==> src/design/tepq_pkg.sv <==
// ----------------------------------------------------------------------------
// tepq_pkg
// Shared codes and types of the timed event priority queue.
// ----------------------------------------------------------------------------
package tepq_pkg;

  // request opcodes
  localparam logic OP_INSERT  = 1'b0;
  localparam logic OP_EXTRACT = 1'b1;

  // response status codes
  localparam logic [1:0] ST_INSERTED  = 2'd0;
  localparam logic [1:0] ST_EXTRACTED = 2'd1;
  localparam logic [1:0] ST_EMPTY     = 2'd2;
  localparam logic [1:0] ST_FULL      = 2'd3;

  // per-cycle command broadcast to every cell of the row
  typedef struct packed {
    logic ins;  // sorted insert of the broadcast event
    logic ext;  // shift the whole row one cell toward the head
  } cell_op_t;

endpackage

==> src/design/tepq_cell.sv <==
// ----------------------------------------------------------------------------
// tepq_cell
// One slot of the sorted row: holds an event, compares it against the
// broadcast event and takes data from itself, its neighbors or the broadcast.
// ----------------------------------------------------------------------------
module tepq_cell #(
  parameter int TIME_BITS = 31,
  parameter int TGT_BITS  = 4
) (
  input  logic                 clk_i,
  input  tepq_pkg::cell_op_t   op_i,
  input  logic                 valid_i,       // slot lies below the fill count
  input  logic [TIME_BITS-1:0] new_time_i,
  input  logic                 new_kind_i,
  input  logic [TGT_BITS-1:0]  new_tgt_i,
  input  logic                 left_place_i,  // left neighbor moves right
  input  logic [TIME_BITS-1:0] left_time_i,
  input  logic                 left_kind_i,
  input  logic [TGT_BITS-1:0]  left_tgt_i,
  input  logic [TIME_BITS-1:0] right_time_i,
  input  logic                 right_kind_i,
  input  logic [TGT_BITS-1:0]  right_tgt_i,
  output logic                 place_o,
  output logic [TIME_BITS-1:0] time_o,
  output logic                 kind_o,
  output logic [TGT_BITS-1:0]  tgt_o
);
  import tepq_pkg::*;

  logic [TIME_BITS-1:0] time_q, time_d;
  logic                 kind_q, kind_d;
  logic [TGT_BITS-1:0]  tgt_q,  tgt_d;

  // strict compare keeps equal times in arrival order
  assign place_o = !valid_i || (time_q > new_time_i);

  always_comb begin
    time_d = time_q;
    kind_d = kind_q;
    tgt_d  = tgt_q;
    if (op_i.ext) begin
      time_d = right_time_i;
      kind_d = right_kind_i;
      tgt_d  = right_tgt_i;
    end else if (op_i.ins) begin
      if (left_place_i) begin
        time_d = left_time_i;
        kind_d = left_kind_i;
        tgt_d  = left_tgt_i;
      end else if (place_o) begin
        time_d = new_time_i;
        kind_d = new_kind_i;
        tgt_d  = new_tgt_i;
      end
    end
  end

  always_ff @(posedge clk_i) begin
    time_q <= time_d;
    kind_q <= kind_d;
    tgt_q  <= tgt_d;
  end

  assign time_o = time_q;
  assign kind_o = kind_q;
  assign tgt_o  = tgt_q;

endmodule

==> config.mk <==
export PLATFORM = sky130hd
export DESIGN_NAME = tepq_cell
export DESIGN_NICKNAME = d
export VERILOG_FILES = /design/src/design/tepq_pkg.sv /design/src/design/tepq_cell.sv
export SDC_FILE = /design/constraint.sdc
export NUM_CORES = 1
export LEC_CHECK = 0
export ABC_AREA = 1
export BUFFER_PORTS_ARGS = -buffer_cell sky130_fd_sc_hd__buf_2
export CORE_MARGIN = 3
export CORE_UTILIZATION = 41
export CTS_CLUSTER_SIZE = 14
export DETAILED_ROUTE_END_ITERATION = 7
export PLACE_DENSITY = 0.77
export SLEW_MARGIN = 25
export SYNTH_ARGS = -nofsm -noshare
export SYNTH_HDL_FRONTEND = slang
export SYNTH_SLANG_ARGS = --single-unit
==> constraint.sdc <==
create_clock -name clk_i -period 2.4 [get_ports clk_i]
set_input_delay 0.12 -clock clk_i [delete_from_list [all_inputs] [get_ports clk_i]]
set_output_delay 0.12 -clock clk_i [all_outputs]
set_load 0.02 [all_outputs]
# After elaboration in Yosys (flattened, before gate mapping)
# Cells that the tools add are included.
op_classes:
  addsub: 0
  div: 0
  n_shift: 0
  muxes: 12
  order_cmp: 1
  multipliers: 0
  n_eq_ne: 0
  reduce_logical: 5
  bitwise_logic: 0
ops:
  columns: ["operator", "count"]
  rows:
  - ["two-way mux 31 bit", 4]
  - ["> comparator 31 bit", 1]
  - ["two-way mux 4 bit", 4]
  - ["two-way mux 1 bit", 4]
  - ["nonzero test 3 bit", 1]
  - ["AND reduction 2 bit", 1]
  - ["nonzero test 2 bit", 1]
  - ["logical NOT 1 bit", 1]
  - ["logical OR 1 bit", 1]
totals:
  rom_bits: 0
  wordCells: 21
  output_inout_bits: 37
  memories: 0
  latch_bits: 0
  ff_bits: 36
  ram_bits: 0
  input_bits: 113

# Depth between registers and ports, before layout
# Gate-level depths: netlist (run 1).
depth:
  depth_word: 6
  depth_mapped: 15
  ltp_nobuf: 15

# Worst setup path after synthesis (run 1)
# OpenSTA, ideal clock, no wires.
synth_timing:
  kind: "register to register"
  from: "register time_q[14] (netlist: time_o[14])"
  to: "register kind_q (netlist: kind_o) (enable)"
  setup_slack_ns: -0.202
  path_buffers: 0
  period_less_slack_ns: 2.602
  required_ns: 2.009
  setup_time_ns: 0.391
  path_stages_with_launch: 14
  t_arrival_ns: 2.211
  cell_sequence: "edfxtp_1 > ha_1 > nand2_1 > nor2_2 > nand3_2 > nor2_2 > nand2_1 > nand2_1 > nand2_1 > nand2_1 > nand2_1 > nand3_1 > nand2_1 > inv_1"
synth_between:
  elab_chain_len: 4
synth_rtl:
  columns: ["item", "line_no", "rtl"]
  rows:
  - ["start: declaration", "tepq_cell.sv:30", "logic [TIME_BITS-1:0] time_q, time_d;"]
  - ["start signal: assignment", "tepq_cell.sv:59", "time_q <= time_d;"]
  - ["> comparator 31 bit", "tepq_cell.sv:35", "assign place_o = !valid_i || (time_q > new_time_i);"]
  - ["logical OR 1 bit", "tepq_cell.sv:35", null]
  - ["nonzero test 3 bit (no source line)", null, null]
  - ["AND reduction 2 bit (no source line)", null, null]
  - ["end signal: assignment", "tepq_cell.sv:60", "kind_q <= kind_d;"]
  - ["end: declaration", "tepq_cell.sv:31", "logic kind_q, kind_d;"]
# Every way passes these cells.
# A chain may end at the register's enable or synchronous reset.

# Final worst setup path (run 1)
layout_timing:
  from: "register time_q[21] (netlist: time_o[21])"
  to: "register time_q[15] (netlist: time_o[15]) (enable)"
layout_between:
  elab_chain_len: 4
layout_rtl:
  columns: ["item", "line_no"]
  rows:
  - ["> comparator 31 bit", "tepq_cell.sv:35"]
  - ["logical OR 1 bit", "tepq_cell.sv:35"]
  - ["nonzero test 3 bit (no source line)", null]
  - ["AND reduction 2 bit (no source line)", null]
# Every way passes these cells.

==> results.txt, run 1 <==
The first-pass detailed-route iteration total is 4. Summed over all layers, the global routing overflow is 0. The library cells used most frequently in the layout, excluding fill and tap cells, are buf_2 (149), nand2_1 (85), inv_1 (44). The critical path ends at time_o[15]. Across all layers, the routed design uses 2,757 vias. The net count after synthesis is 474. The required time of the critical path came out at 2440 ps. The endpoint identified for the worst register-to-register timing path is time_o[15]. The die area is 7760 sq um. For this run, the register share of the synthesized area comes to 39.1%. The top fanout value on the critical path came out at 16. The number of antenna violations at the first check in global routing was 0. Once the floorplan was initialized, standard cells occupied 43.0% of the core. The number of warnings reported in the yosys synthesis log is 0. The min-delay analysis places its worst path in the category primary input to register. After detailed routing, the total wire length is 7330 um.

The final critical-path required period is 2140 ps. TritonCTS built the clock tree. Summing all placed instances gives a cell area of 3600 sq um. The number of global-route vias before repair is 2,672. The count of buffers added on input and output ports is 149. The placed wire-length estimate is 6010 um. The y dimension of the die came out at 88.1 um.

STA classifies the critical path startpoint as a register. Setup violations remaining at the end of the flow were counted as 0. The maximum number of pins on one net before global-route repair is 65. The worst reg-to-reg path cell count came out at 12. The buffers inserted during post-CTS setup optimization is 0. The number of hold-repair buffers added at the cts stage came out at 0.

The post-route clock skew came out at 8.77 ps. Synthesis inferred 36 register bits. The finished layout cell area came out at 3690 sq um.

CTS saw 36 sinks. The final clock period utilization by the worst path is 89.1%. Relative to the synthesized area, the layout overhead comes to 33.5%.

The placer congestion estimate came out at 0.778. The wire length of the first global-routing pass is 11,200 um. For this block, the initial DRC count from the detailed router was 87. In this run the critical register-to-register path is launched from time_o[21].

Clock tree synthesis inserted a total of 5 buffers. The number of placed cells counting well taps came out at 546. The sequential cell area in the final layout came out at 1080 sq um. The total routing resource utilization after global routing is 18.3%. The post-synthesis cell area came out at 2760 sq um.

In this run the remaining antenna-violating nets after routing total 0. The initialized floorplan defines 29 standard-cell rows. The library cell used most frequently in the layout, excluding fill and tap cells, is buf_2. The flow ran to the end, and the final reports show no timing, DRC or antenna violations. The number of maximum-capacitance violations is 0. In this run the number of H-tree levels came out at 2. The total power divided by cell area is 496 nW/um^2. The worst-case headroom to the max-slew limit is 33.4%. The maximum number of buffers from clock root to sink came out at 2.

The multi-input combinational cells in the finished layout cover a total of 1440 sq um. Dividing the detail-routed wire length by the instance count gives 13.2 um. The post-CTS clock slew at the launch and capture registers of the worst setup and hold paths is 70 ps.

The x dimension of the die came out at 88.1 um. The number of slew-limit violations in the final report came out at 0. The I/O pin total came out at 150. Setup repair after global routing left no endpoint under its margin. The count of cells in the finished layout, fillers not included, comes to 554. The number of gates resized after CTS came out at 0. The mean number of vias per cell is 4.98. The number of library cell types mapped by synthesis is 20.

After routing, the total negative slack on setup checks comes to 0 ps. The root buffer cell chosen for the clock tree is clkbuf_8. IR analysis of the VDD net gives a maximum drop of 0.283 mV. Derived from the worst setup path, the maximum achievable clock frequency is 468 MHz.

The net total in the final layout is 620. The later pin in the worst-skew pair is clocked with a latency of 290 ps. The post-synthesis average cell area is 8.37 sq um.

After detailed routing, the number of remaining DRC violations is 0. STA classifies the critical path endpoint as a register. The core area is 6420 sq um. The worst hold margin is 104 ps. The arrival time at the worst endpoint is 2180 ps. The leakage power came out at 1.90 nW. The diode insertion count for antenna repair is 0. The gate count of the mapped netlist is 330. The filler cells instantiated in the layout total 612.

The slew of the pin with the lowest slew margin is 999 ps. The final count of hold timing violations came out at 0. The worst-case register-to-register setup slack came out at 260 ps. The launch point of the worst path is time_o[21]. The fraction of final layout cells sized beyond drive strength 1 is 35.8%.

The worst setup path is of the register to register kind.
-- per-stage QoR --
step                utilization (%)  power (mW)  setup WS, ps
finish                         57.4        1.83           262
global route                   57.4        1.95          29.1
CTS                            57.4        1.85           205
floorplan                         -        1.20          5.84
global placement               56.1        1.41           279
detailed placement             56.1        1.44           222
-- where the power goes --
part / internal (mW) / switching, mW
Sequential: 0.775 / 0.0318
Combinational: 0.254 / 0.355
Clock: 0.202 / 0.209
-- worst min-delay path by stage --
stage	slack, ps	from	to	cells past startpoint
detailed placement	400	right_time_i[25]	time_o[25]	2
finish	100	right_time_i[25]	time_o[25]	2
floorplan	310	right_time_i[10]	time_o[10]	1
global placement	400	right_time_i[26]	time_o[26]	2
CTS	90	right_time_i[25]	time_o[25]	2
global route	90	right_time_i[23]	time_o[23]	2
-- state kept, by name, summed over array words and instances, names as in the netlist --
signal  count
kind_o      1
time_o     31
tgt_o       4
-- Yosys cell counts, drive strengths merged --
cell type | instances | area, sq um
o211ai | 28 | 210
a21o | 2 | 15.0
inv | 50 | 188
nor3 | 2 | 21.3
nand3 | 6 | 40.0
nand4 | 3 | 18.8
a21oi | 26 | 130
or2 | 1 | 6.26
nand2 | 85 | 319
ha | 31 | 388
edfxtp | 36 | 1080
nor2 | 17 | 71.3
o21a | 28 | 210
clkinv | 1 | 3.75
clkbuf | 9 | 33.8
buf | 5 | 25.0
-- kinds of logic after synthesis --
family	after synthesis	synth area share, %
adder cells (fa/ha/maj)	31	14.0
AND/OR/NAND/NOR	114	17.3
flip-flops	36	39.1
buffers and inverters	65	9.06
AO/OA/AOI/OAI	84	20.5
-- per-layer routing --
metal / share of wire (%) / GRT usage, %
met5: 0 / 0
met4: 2.3 / 7.55
met3: 6.0 / 4.05
met2: 52 / 33.4
met1: 40 / 20.5
-- critical path: stages, from the launching register on --
cell and delay, ps:
edfxtp_1 410, ha_1 320, nand4_1 180, inv_1 80, nand2_1 70, nand2_1 50
a21oi_1 170, nand2_1 70, nand2_1 80, nand3_1 70, nand2_1 100, clkinvlp_4 120
buf_6 180
-- area by class of cell --
type	instances	share of cell area (%)
inverters	51	5.29
multi-input cells	229	39.1
well taps	77	2.61
flip-flops and latches	36	29.3
clock buffers	7	2.07
clock inverters	1	0.102
repair buffers	153	21.5
No activity file was read; power rests on OpenSTA's default activity.
==> inputs of run 2 (changes only) <==
--- a/config.mk
+++ b/config.mk
@@ -12,6 +12,7 @@
 export CTS_CLUSTER_SIZE = 14
 export DETAILED_ROUTE_END_ITERATION = 7
 export PLACE_DENSITY = 0.77
+export REMOVE_ABC_BUFFERS = 1
 export SLEW_MARGIN = 25
 export SYNTH_ARGS = -nofsm -noshare
 export SYNTH_HDL_FRONTEND = slang
==> results.txt, run 2 (same netlist as run 1, synthesis figures left out) <==
The number of flip-flops in the largest register is 31. The final count of hold timing violations came out at 0. The leakage power is 1.91 nW. The initialized floorplan defines 29 standard-cell rows. In this run the count of I/O pins placed on the die edge is 150.

The post-route non-filler standard cell count is 556. The tree is rooted in a clkbuf_8. Counting tap cells, the placed design contains a total of 548 instances.

The signed area change from the synthesized netlist to the final layout came out at 33.4%. The detail-routed net length per standard cell came out at 12.7 um. Hold repair after CTS inserted 0 buffers. The post-layout utilization of the core is 57.4%. After global routing, the most crowded layer is met2. The detailed-route via count is 2,743. The maximum number of buffers from clock root to sink came out at 2.

The design draws 1.82 mW. The fraction of final layout cells sized beyond drive strength 1 is 35.7%. The maximum achievable frequency is 468 MHz. The repair_antennas step left the layout with diodes totalling 0.

The worst reg2reg path endpoint is time_o[26]. The tree built by TritonCTS fans out to 36 sinks. The x dimension of the die is 88.1 um. The maximum number of pins on one net before global-route repair came out at 61.

The type of element capturing the critical path is a register. The arrival time at the worst endpoint is 2120 ps. The maximum level of the CTS H-tree came out at 2. The final setup violation count came out at 0. The min-delay analysis places its worst path in the category primary input to register. The startpoint identified for the worst register-to-register timing path is time_o[14].

The number of gates resized after CTS is 0. Global routing consumed, on the met2 layer, 34.5% of the routing resources. The global routing usage on met3 is 4.99%.

The number of clock buffers inserted by TritonCTS is 5. Traced cell by cell, the critical path runs through ha_1 -> nand2_1 -> nor2_2 -> nand3_2 -> nor2_2 -> nand2_1 -> nand2_1 -> nand2_1 -> nand2_1 -> nand2_1 -> nand3_1 -> nand2_1 -> inv_1 -> buf_12. Of all nets on the critical path, the largest fanout is 26. In the global route stage, met1 resource usage came out at 22.0%. Tracing the worst setup path back leads to its startpoint at time_o[14]. The placed wire-length estimate is 5730 um. The library cell used most frequently in the layout, excluding fill and tap cells, is buf_2.

The initial cell density of the core is 43.0%. The final critical-path required period is 2140 ps. The total routing resource utilization after global routing is 18.9%.

The kind of start point of the critical path is a register. The library cells used most frequently in the layout, excluding fill and tap cells, are buf_2 (149), nand2_1 (85), inv_1 (45). The wire length of the first global-routing pass is 11,600 um. At the end of routability-driven placement, the weighted congestion stood at 0.756.

The total congestion overflow came out at 0. Dividing total power by cell area gives a power density of 493 nW/um^2. The number of global-route vias before repair is 2,743. Counting stages on the worst path, the most repeated cell is nand2_1. The clock reaches the later pin of the worst-skew pair after 280 ps. The run finished with clean final reports. The worst-case headroom to the max-slew limit came out at 49.9%.

On the worst path, the slowest cell contributes a delay of 400 ps. The critical path in this run is classified as register to register. The number of antenna violations at the first check in global routing is 0. The post-CTS clock slew at the launch and capture registers of the worst setup and hold paths is 70 ps. The core area came out at 6420 sq um.

The first-pass detailed-route iteration total came out at 4. Setup repair after global routing left no endpoint under its margin. The worst-case register-to-register setup slack is 260 ps. TritonCTS built the clock tree.

The number of violations reported at the end of detailed-routing iteration 0 came out at 92. The slowest stage cell on the critical path is edfxtp_1. The total wire length came out at 7070 um. The slew of the pin with the lowest slew margin came out at 750 ps. The number of slew-limit violations in the final report is 0.

The worst path setup slack after routing came out at 263 ps. The die area came out at 7760 sq um. The post-route clock skew is 3.57 ps.

The required time of the critical path came out at 2390 ps. The number of maximum-capacitance violations came out at 0. The number of remaining DRC errors came out at 0.

The worst path uses 89.0% of the clock period. The y dimension of the die is 88.1 um. Counting cells, the worst reg-to-reg path comes to 14.

The final sum of negative setup slack came out at 0 ps. The buffers inserted during post-CTS setup optimization came out at 0. In the routed layout, each cell is associated on average with a via count of 4.93. The capture point of the worst path is time_o[26].

At the end of the flow, the number of nets in the layout was 622. The count of antenna-violating nets left after detailed routing came out at 0. The worst IR drop on VDD is 0.268 mV. Prior to clock tree synthesis, the placed netlist has a worst setup slack of 237 ps. In this run the tool buffered the top-level ports with 149 buffer cells.
[run 2: cell type report]
| type | count | area, sq um |
|---|---|---|
| timing repair buffer | 155 | 803 |
| sequential | 36 | 1080 |
| clock buffer | 7 | 76.3 |
| inverter | 51 | 193 |
| clock inverter | 1 | 3.75 |
| tap | 77 | 96.3 |
| multi-input combinational | 229 | 1430 |
| fill | 615 | 2740 |
[run 2: critical path, delay by kind of cell (launching register included)]
| kind | cells | cell delay, ps |
|---|---|---|
| adder cells (fa/ha/maj) | 1 | 310 |
| AND/OR/NAND/NOR | 11 | 810 |
| buffers and inverters | 2 | 290 |
| flip-flops | 1 | 400 |
[run 2: worst min path at each step]
stage,start,end,slack (ps),cells after the start
final,right_time_i[1],time_o[1],110,2
after global routing,right_time_i[19],time_o[19],100,2
after CTS,right_time_i[21],time_o[21],100,2
after detailed placement,right_time_i[20],time_o[20],390,2
after global placement,right_time_i[25],time_o[25],400,2
after floorplan,right_time_i[10],time_o[10],310,1
[run 2: per-stage QoR]
| step | instance area [sq um] | hold slack (ps) |
|---|---|---|
| finish | 3680 | 105 |
| global route | 3680 | 99.1 |
| CTS | 3680 | 98.3 |
| detailed placement | 3600 | 393 |
| global placement | 3600 | 395 |
| floorplan | 2700 | 306 |
[run 2: layer usage]
metal / up-vias / share of wire (%)
met5: - / 0
met4: 0 / 0.85
met3: 5 / 8.7
met2: 101 / 49
met1: 1221 / 41
li1: 1416 / -
[run 2: power by group]
part	total [mW]	leakage (nW)	switching, mW	internal (mW)
Clock	0.405	0.0399	0.203	0.202
Combinational	0.604	1.51	0.351	0.253
Sequential	0.808	0.359	0.0323	0.775
Total	1.82	1.91	0.586	1.23
